--- config.mk ---
export PLATFORM = sky130hd
export DESIGN_NAME = tcon_ctrl
export DESIGN_NICKNAME = d
export VERILOG_FILES = /design/src/hw/rtl/tcon_pkg.sv /design/src/hw/rtl/tcon_ctrl.sv
export SDC_FILE = /design/constraint.sdc
export NUM_CORES = 1
export LEC_CHECK = 0
export BUFFER_PORTS_ARGS = -buffer_cell sky130_fd_sc_hd__buf_2
export CAP_MARGIN = 10
export CORE_MARGIN = 4
export CORE_UTILIZATION = 40
export DETAILED_ROUTE_END_ITERATION = 8
export PLACE_DENSITY = 0.66
export SLEW_MARGIN = 20
export SYNTH_ARGS = -nofsm -noshare
export SYNTH_HDL_FRONTEND = slang
export SYNTH_SLANG_ARGS = --single-unit
export TNS_END_PERCENT = 20
--- constraint.sdc ---
create_clock -name clk_i -period 2.85 [get_ports clk_i]
set_input_delay 0.1425 -clock clk_i [delete_from_list [all_inputs] [get_ports clk_i]]
set_output_delay 0.1425 -clock clk_i [all_outputs]
set_load 0.03 [all_outputs]
--- src/hw/rtl/tcon_pkg.sv ---
// ----------------------------------------------------------------------------
// tcon_pkg
// Shared types and constants for the text console with key FIFO.
// ----------------------------------------------------------------------------
`default_nettype none

package tcon_pkg;

  localparam int unsigned OP_W    = 3;
  localparam int unsigned BYTE_W  = 8;
  localparam int unsigned IROW_W  = 5;
  localparam int unsigned ICOL_W  = 6;

  localparam logic [BYTE_W-1:0] GLYPH_CURSOR = 8'd228;
  localparam logic [BYTE_W-1:0] CODE_BS      = 8'd8;
  localparam logic [BYTE_W-1:0] CODE_TAB     = 8'd9;
  localparam logic [BYTE_W-1:0] CODE_NL      = 8'd10;
  localparam logic [BYTE_W-1:0] CODE_SPACE   = 8'd32;

  typedef enum logic [OP_W-1:0] {
    OP_WRITE = 3'd0,
    OP_CLEAR = 3'd1,
    OP_PUSH  = 3'd2,
    OP_POP   = 3'd3,
    OP_READ  = 3'd4
  } op_e;

  typedef enum logic [1:0] {
    CH_OTHER,
    CH_NL,
    CH_BS,
    CH_TAB
  } chr_e;

  // What a place step stores: the working char, a space, or the cursor glyph
  typedef enum logic [1:0] {
    PUT_WCHAR,
    PUT_ZERO,
    PUT_SPACE
  } put_e;

  typedef enum logic [3:0] {
    CMD_NONE,
    CMD_LATCH,
    CMD_INIT_SWEEP,
    CMD_CLR_START,
    CMD_CLR_SWEEP,
    CMD_PUSH,
    CMD_POP_TAKE,
    CMD_CELL_TAKE,
    CMD_NEWLINE,
    CMD_BACKSPACE,
    CMD_WRAP,
    CMD_SCROLL,
    CMD_SWEEP_ROW,
    CMD_PUT,
    CMD_RESULT
  } cmd_e;

  typedef enum logic [3:0] {
    S_INIT,
    S_IDLE,
    S_DECODE,
    S_CLEAR,
    S_CELL_TK,
    S_WCHAR,
    S_WRAP,
    S_CHECK,
    S_ROW_CLR,
    S_PUT,
    S_DONE
  } state_e;

  typedef struct packed {
    logic [OP_W-1:0]   op;
    logic [BYTE_W-1:0] char_code;
    logic              no_echo;
    logic [IROW_W-1:0] cell_row;
    logic [ICOL_W-1:0] cell_col;
  } in_t;

  typedef struct packed {
    logic [BYTE_W-1:0] data_byte;
    logic              key_valid;
    logic              key_dropped;
    logic [ICOL_W-1:0] cursor_col_out;
    logic [IROW_W-1:0] cursor_row_out;
  } out_t;

  typedef struct packed {
    cmd_e cmd;
    put_e put_sel;
  } ctrl_cmd_t;

  typedef struct packed {
    op_e  op;
    logic no_echo;
    chr_e chr;
    logic scroll_needed;
    logic sweep_all_last;
    logic sweep_row_last;
    logic fifo_empty;
    logic out_free;
  } dp_status_t;

endpackage

`default_nettype wire

--- src/hw/rtl/tcon_ctrl.sv ---
// ----------------------------------------------------------------------------
// tcon_ctrl
// Sequencer for the console: decodes each item and steps the datapath.
// ----------------------------------------------------------------------------
`default_nettype none

module tcon_ctrl (
  input  wire logic                clk_i,
  input  wire logic                rst_ni,
  input  wire logic                in_valid_i,
  output logic                     in_stall_o,
  input  tcon_pkg::dp_status_t     status_i,
  output tcon_pkg::ctrl_cmd_t      cmd_o
);
  import tcon_pkg::*;

  state_e state_q, state_d;
  put_e   kind_q, kind_d;
  logic   second_q, second_d;

  always_ff @(posedge clk_i or negedge rst_ni) begin
    if (!rst_ni) begin
      state_q  <= S_INIT;
      kind_q   <= PUT_WCHAR;
      second_q <= 1'b0;
    end else begin
      state_q  <= state_d;
      kind_q   <= kind_d;
      second_q <= second_d;
    end
  end

  always_comb begin
    state_d       = state_q;
    kind_d        = kind_q;
    second_d      = second_q;
    cmd_o.cmd     = CMD_NONE;
    cmd_o.put_sel = kind_q;
    in_stall_o    = (state_q != S_IDLE);
    case (state_q)
      S_INIT: begin
        cmd_o.cmd = CMD_INIT_SWEEP;
        if (status_i.sweep_all_last) state_d = S_IDLE;
      end
      S_IDLE: begin
        if (in_valid_i) begin
          cmd_o.cmd = CMD_LATCH;
          state_d   = S_DECODE;
        end
      end
      S_DECODE: begin
        case (status_i.op)
          OP_WRITE: state_d = S_WCHAR;
          OP_CLEAR: begin
            cmd_o.cmd = CMD_CLR_START;
            state_d   = S_CLEAR;
          end
          OP_PUSH: begin
            cmd_o.cmd = CMD_PUSH;
            state_d   = S_DONE;
          end
          OP_POP: begin
            if (status_i.fifo_empty) begin
              state_d = S_DONE;
            end else begin
              cmd_o.cmd = CMD_POP_TAKE;
              state_d   = status_i.no_echo ? S_DONE : S_WCHAR;
            end
          end
          OP_READ: state_d = S_CELL_TK;
          default: state_d = S_DONE;
        endcase
      end
      S_CLEAR: begin
        cmd_o.cmd = CMD_CLR_SWEEP;
        if (status_i.sweep_all_last) state_d = S_DONE;
      end
      S_CELL_TK: begin
        cmd_o.cmd = CMD_CELL_TAKE;
        state_d   = S_DONE;
      end
      S_WCHAR: begin
        case (status_i.chr)
          CH_NL: begin
            cmd_o.cmd = CMD_NEWLINE;
            kind_d    = PUT_ZERO;
            state_d   = S_CHECK;
          end
          CH_BS: begin
            cmd_o.cmd = CMD_BACKSPACE;
            state_d   = S_DONE;
          end
          CH_TAB: begin
            cmd_o.cmd = CMD_WRAP;
            kind_d    = PUT_SPACE;
            second_d  = 1'b0;
            state_d   = S_CHECK;
          end
          default: begin
            cmd_o.cmd = CMD_WRAP;
            kind_d    = PUT_WCHAR;
            state_d   = S_CHECK;
          end
        endcase
      end
      S_WRAP: begin
        cmd_o.cmd = CMD_WRAP;
        state_d   = S_CHECK;
      end
      S_CHECK: begin
        if (status_i.scroll_needed) begin
          cmd_o.cmd = CMD_SCROLL;
          state_d   = S_ROW_CLR;
        end else begin
          cmd_o.cmd = CMD_PUT;
          if (kind_q == PUT_SPACE && !second_q) begin
            second_d = 1'b1;
            state_d  = S_WRAP;
          end else begin
            state_d = S_DONE;
          end
        end
      end
      S_ROW_CLR: begin
        cmd_o.cmd = CMD_SWEEP_ROW;
        if (status_i.sweep_row_last) state_d = S_PUT;
      end
      S_PUT: begin
        cmd_o.cmd = CMD_PUT;
        if (kind_q == PUT_SPACE && !second_q) begin
          second_d = 1'b1;
          state_d  = S_WRAP;
        end else begin
          state_d = S_DONE;
        end
      end
      S_DONE: begin
        if (status_i.out_free) begin
          cmd_o.cmd = CMD_RESULT;
          state_d   = S_IDLE;
        end
      end
      default: state_d = S_IDLE;
    endcase
  end

  // A new item is taken only from idle
  a_latch_from_idle: assert property (@(posedge clk_i) disable iff (!rst_ni)
    (cmd_o.cmd == CMD_LATCH) |=> (state_q == S_DECODE))
    else $error("latch did not lead to decode");
  a_result_to_idle: assert property (@(posedge clk_i) disable iff (!rst_ni)
    (cmd_o.cmd == CMD_RESULT) |=> (state_q == S_IDLE))
    else $error("result did not return to idle");
  a_tab_second: assert property (@(posedge clk_i) disable iff (!rst_ni)
    (state_q == S_WRAP) |-> (second_q && kind_q == PUT_SPACE))
    else $error("second wrap outside a tab");

endmodule

`default_nettype wire

==> flow_metrics.env <==
export IMPL_status="finished, final reports clean"
export IMPL_synthArstFlopShare_pct=100
export IMPL_cts_htree_levels=1
export IMPL_ctsResizeCount=0
export IMPL_cap_viol_max_count=0
export IMPL_ys_flop_type="dfrtp_1"
export IMPL_cts_tree="done"
export IMPL_seq_area_frac_synth_pct=19.8
export IMPL_crit_type="reg2out"
export IMPL_grt_pass1_vias=818
export IMPL_dp_slack_ns=0.829
export IMPL_ant_nets=0
export IMPL_hold_path_class="in2async"
export IMPL_postSynthCellCount=114
export IMPL_ios=21
export IMPL_synth_edff_count=0
export IMPL_synthDistinctLibCells=38
export IMPL_timing_final_hold_violations=0
export IMPL_nets=150
export IMPL_yosysWarnings=0
export IMPL_area_growth_pct=14.7
export IMPL_crit_start="state_q[1]"
export IMPL_track_usage_pct=16.6
export IMPL_clk_pin_slew_ns=0.05
export IMPL_die_x_um=55.0
export IMPL_endpoint_kind="primary output"
export IMPL_port_buffers=20
export IMPL_path_cells="or4b_1 > nor2_1 > a32oi_1 > o21ai_0 > buf_2"
export IMPL_worstPathMaxFanout=25
export IMPL_hold_buffers=1
export IMPL_grt_max_degree=26
export IMPL_r2r_end="state_q[3]"
export IMPL_rsz0062_at_grt="false"
export IMPL_drt_total_wl_um=2190
export IMPL_insertion_delay_ns=0.25
export IMPL_cts_root_buf="clkbuf_4"
export IMPL_arrival_ns=2.17
export IMPL_dieArea_sq_um=3030
export IMPL_syn_area_per_cell_sq_um=7.76
export IMPL_wl_per_cell_um=13.9
export IMPL_drt_iter0_drc=22
export IMPL_clk_path_buf_depth=2
export IMPL_final_cells=158
export IMPL_cp_required_ns=2.71
export IMPL_numCtsBuffers=3
export IMPL_critPathLaunchType="register"
export IMPL_ys_ff_latch=7
export IMPL_antenna_found_initial=0
export IMPL_routed_via_density=5.68
export IMPL_dr_total_vias=898
export IMPL_critical_path_slowest_cell="dfrtp_1"
export IMPL_initial_utilization_pct=43.7
export IMPL_fin_crit_ns=2.32
export IMPL_finClkSkew_ns=0.00226
export IMPL_setup_viol=0
export IMPL_overflow=0
export IMPL_cpPeakStageDelay_ns=0.78
export IMPL_die_y_um=55.0
export IMPL_tns_ns=0
export IMPL_std_cell_rows=16
export IMPL_reg2reg_from="state_q[1]"
export IMPL_post_cts_setup_buffers=0
export IMPL_routabilityCongestion=0.853
export IMPL_r2r_cells=4
export IMPL_netlist_area_sq_um=885
export IMPL_fmax_ghz=0.432
export IMPL_first_pass_iters=4
export IMPL_n_antenna_cell=0
export IMPL_endpoint="cmd_o[3]"
export IMPL_fin_crit_sh_pct=81.3
export IMPL_final_max_slew_violation_count=0
export IMPL_worst_slew_pin_slew_ns=0.728
export IMPL_final_core_util_pct=50.2
export IMPL_dp_cells=153
export IMPL_cellLeakagePower_nw=0.442
export IMPL_route_detailed_drc=0
export IMPL_clkSinkCount=7
export IMPL_fin_ws_ns=0.534
export IMPL_powerDensity_nw_per_um2=1030
export IMPL_core_area_sq_um=2020
export IMPL_vdd_drop_max_mv=0.516
export IMPL_syn_num_nets=132
export IMPL_slew_limit_headroom_pct=51.4
export IMPL_drive_gt1_share_pct=23.7
export IMPL_grt_pass1_wl_um=3710
export IMPL_post_dp_hpwl_um=1650
export IMPL_rrSetupSlack_ns=0.97
worst min-delay path by stage:
stage          startpoint         end  slack, ns  cells past startpoint
2_1_floorplan      rst_ni   kind_q[0]      -0.15                      0
3_3_place_gp       rst_ni  state_q[0]      -0.01                      1
3_5_place_dp       rst_ni  state_q[0]      -0.01                      1
4_1_cts            rst_ni  state_q[0]       0.25                      2
5_1_grt            rst_ni   kind_q[0]       0.28                      2
6_report           rst_ni  state_q[0]       0.25                      2
cells in the mapped netlist (2+ instances only):
master	number	share of area [%]
a21oi_1	6	3.4
a22o_1	2	2.0
a22oi_1	3	2.5
a31oi_1	3	2.1
a32oi_1	4	4.0
a41oi_1	2	2.0
buf_2	7	4.0
dfrtp_1	7	20
ha_1	4	5.7
inv_1	6	2.5
mux2_2	2	2.5
mux2i_1	2	2.3
nand2_1	9	3.8
nand2b_1	7	5.0
nor2_1	9	3.8
nor2b_1	3	2.1
nor3_1	4	2.3
o211ai_1	2	1.7
o21ai_0	12	6.8
o22ai_1	2	1.4
placed cells by master (no fill, tap or decap), types with 2 or more instances in the layout:
| cell type | instances |
|---|---|
| dfrtp_1 | 7 |
| buf_2 | 20 |
| nand2_1 | 9 |
| a41oi_1 | 2 |
| nand2b_1 | 7 |
| mux2i_1 | 2 |
| nor3_1 | 4 |
| a32oi_1 | 4 |
| inv_1 | 6 |
| a31oi_1 | 3 |
| o21ai_0 | 12 |
| a21oi_1 | 6 |
| o211ai_1 | 2 |
| ha_1 | 4 |
| nor2_1 | 9 |
| clkbuf_4 | 3 |
| nor2b_1 | 3 |
| a22oi_1 | 3 |
| mux2_2 | 2 |
| a22o_1 | 2 |
| o22ai_1 | 2 |
where the power goes:
part	total [W]	switching, W	internal [W]
sequential	0.000301	0.000159	0.000142
combinational	0.000655	0.000376	0.000279
clock	0.0000922	0.0000386	0.0000536
total	0.00105	0.000574	0.000475
registers in the layout, indices dropped and copies added (netlist names):
signal and cells:
state_q 4, kind_q 2, second_q 1
routing by layer:
metal / up-vias / wire, um / GRT usage, %
li1: 461 / - / -
met1: 414 / 985 / 23.1
met2: 21 / 1080 / 26.0
met3: 2 / 110 / 4.56
met4: 0 / 12 / 2.83
met5: - / 0 / 0
cells by family after synthesis:
kind of cell	share of synthesized area, %
AOI/OAI and AO/OA	35.2
buffers and inverters	7.07
muxes	4.81
xor gates and xnor gates	0.990
adders and majority gates	5.66
DFF	19.8
and+or+nand+nor	26.5
worst max-delay path: cells and delay by family (launching register included):
kind                   cells  cell delay (ns)
DFF                        1             0.78
and+or+nand+nor            2             0.71
buffers and inverters      1             0.22
AOI/OAI and AO/OA          2             0.20
layout make-up:
cell class | count | area, sq um
sequential | 7 | 175
tap | 27 | 33.8
clock buffer | 4 | 26.3
fill | 200 | 1010
multi-input combinational | 93 | 647
inverter | 6 | 22.5
timing repair buffer | 21 | 110
stage by stage:
step                hold WS [ns]  cell area [sq um]  power [W]
global route               0.285               1010    0.00116
finish                     0.252               1010    0.00105
CTS                        0.248               1010    0.00105
floorplan                 -0.153                885   0.000814
global placement         -0.0150                978   0.000947
detailed placement       -0.0119                978   0.000954
No activity file was read; power rests on OpenSTA's default activity.
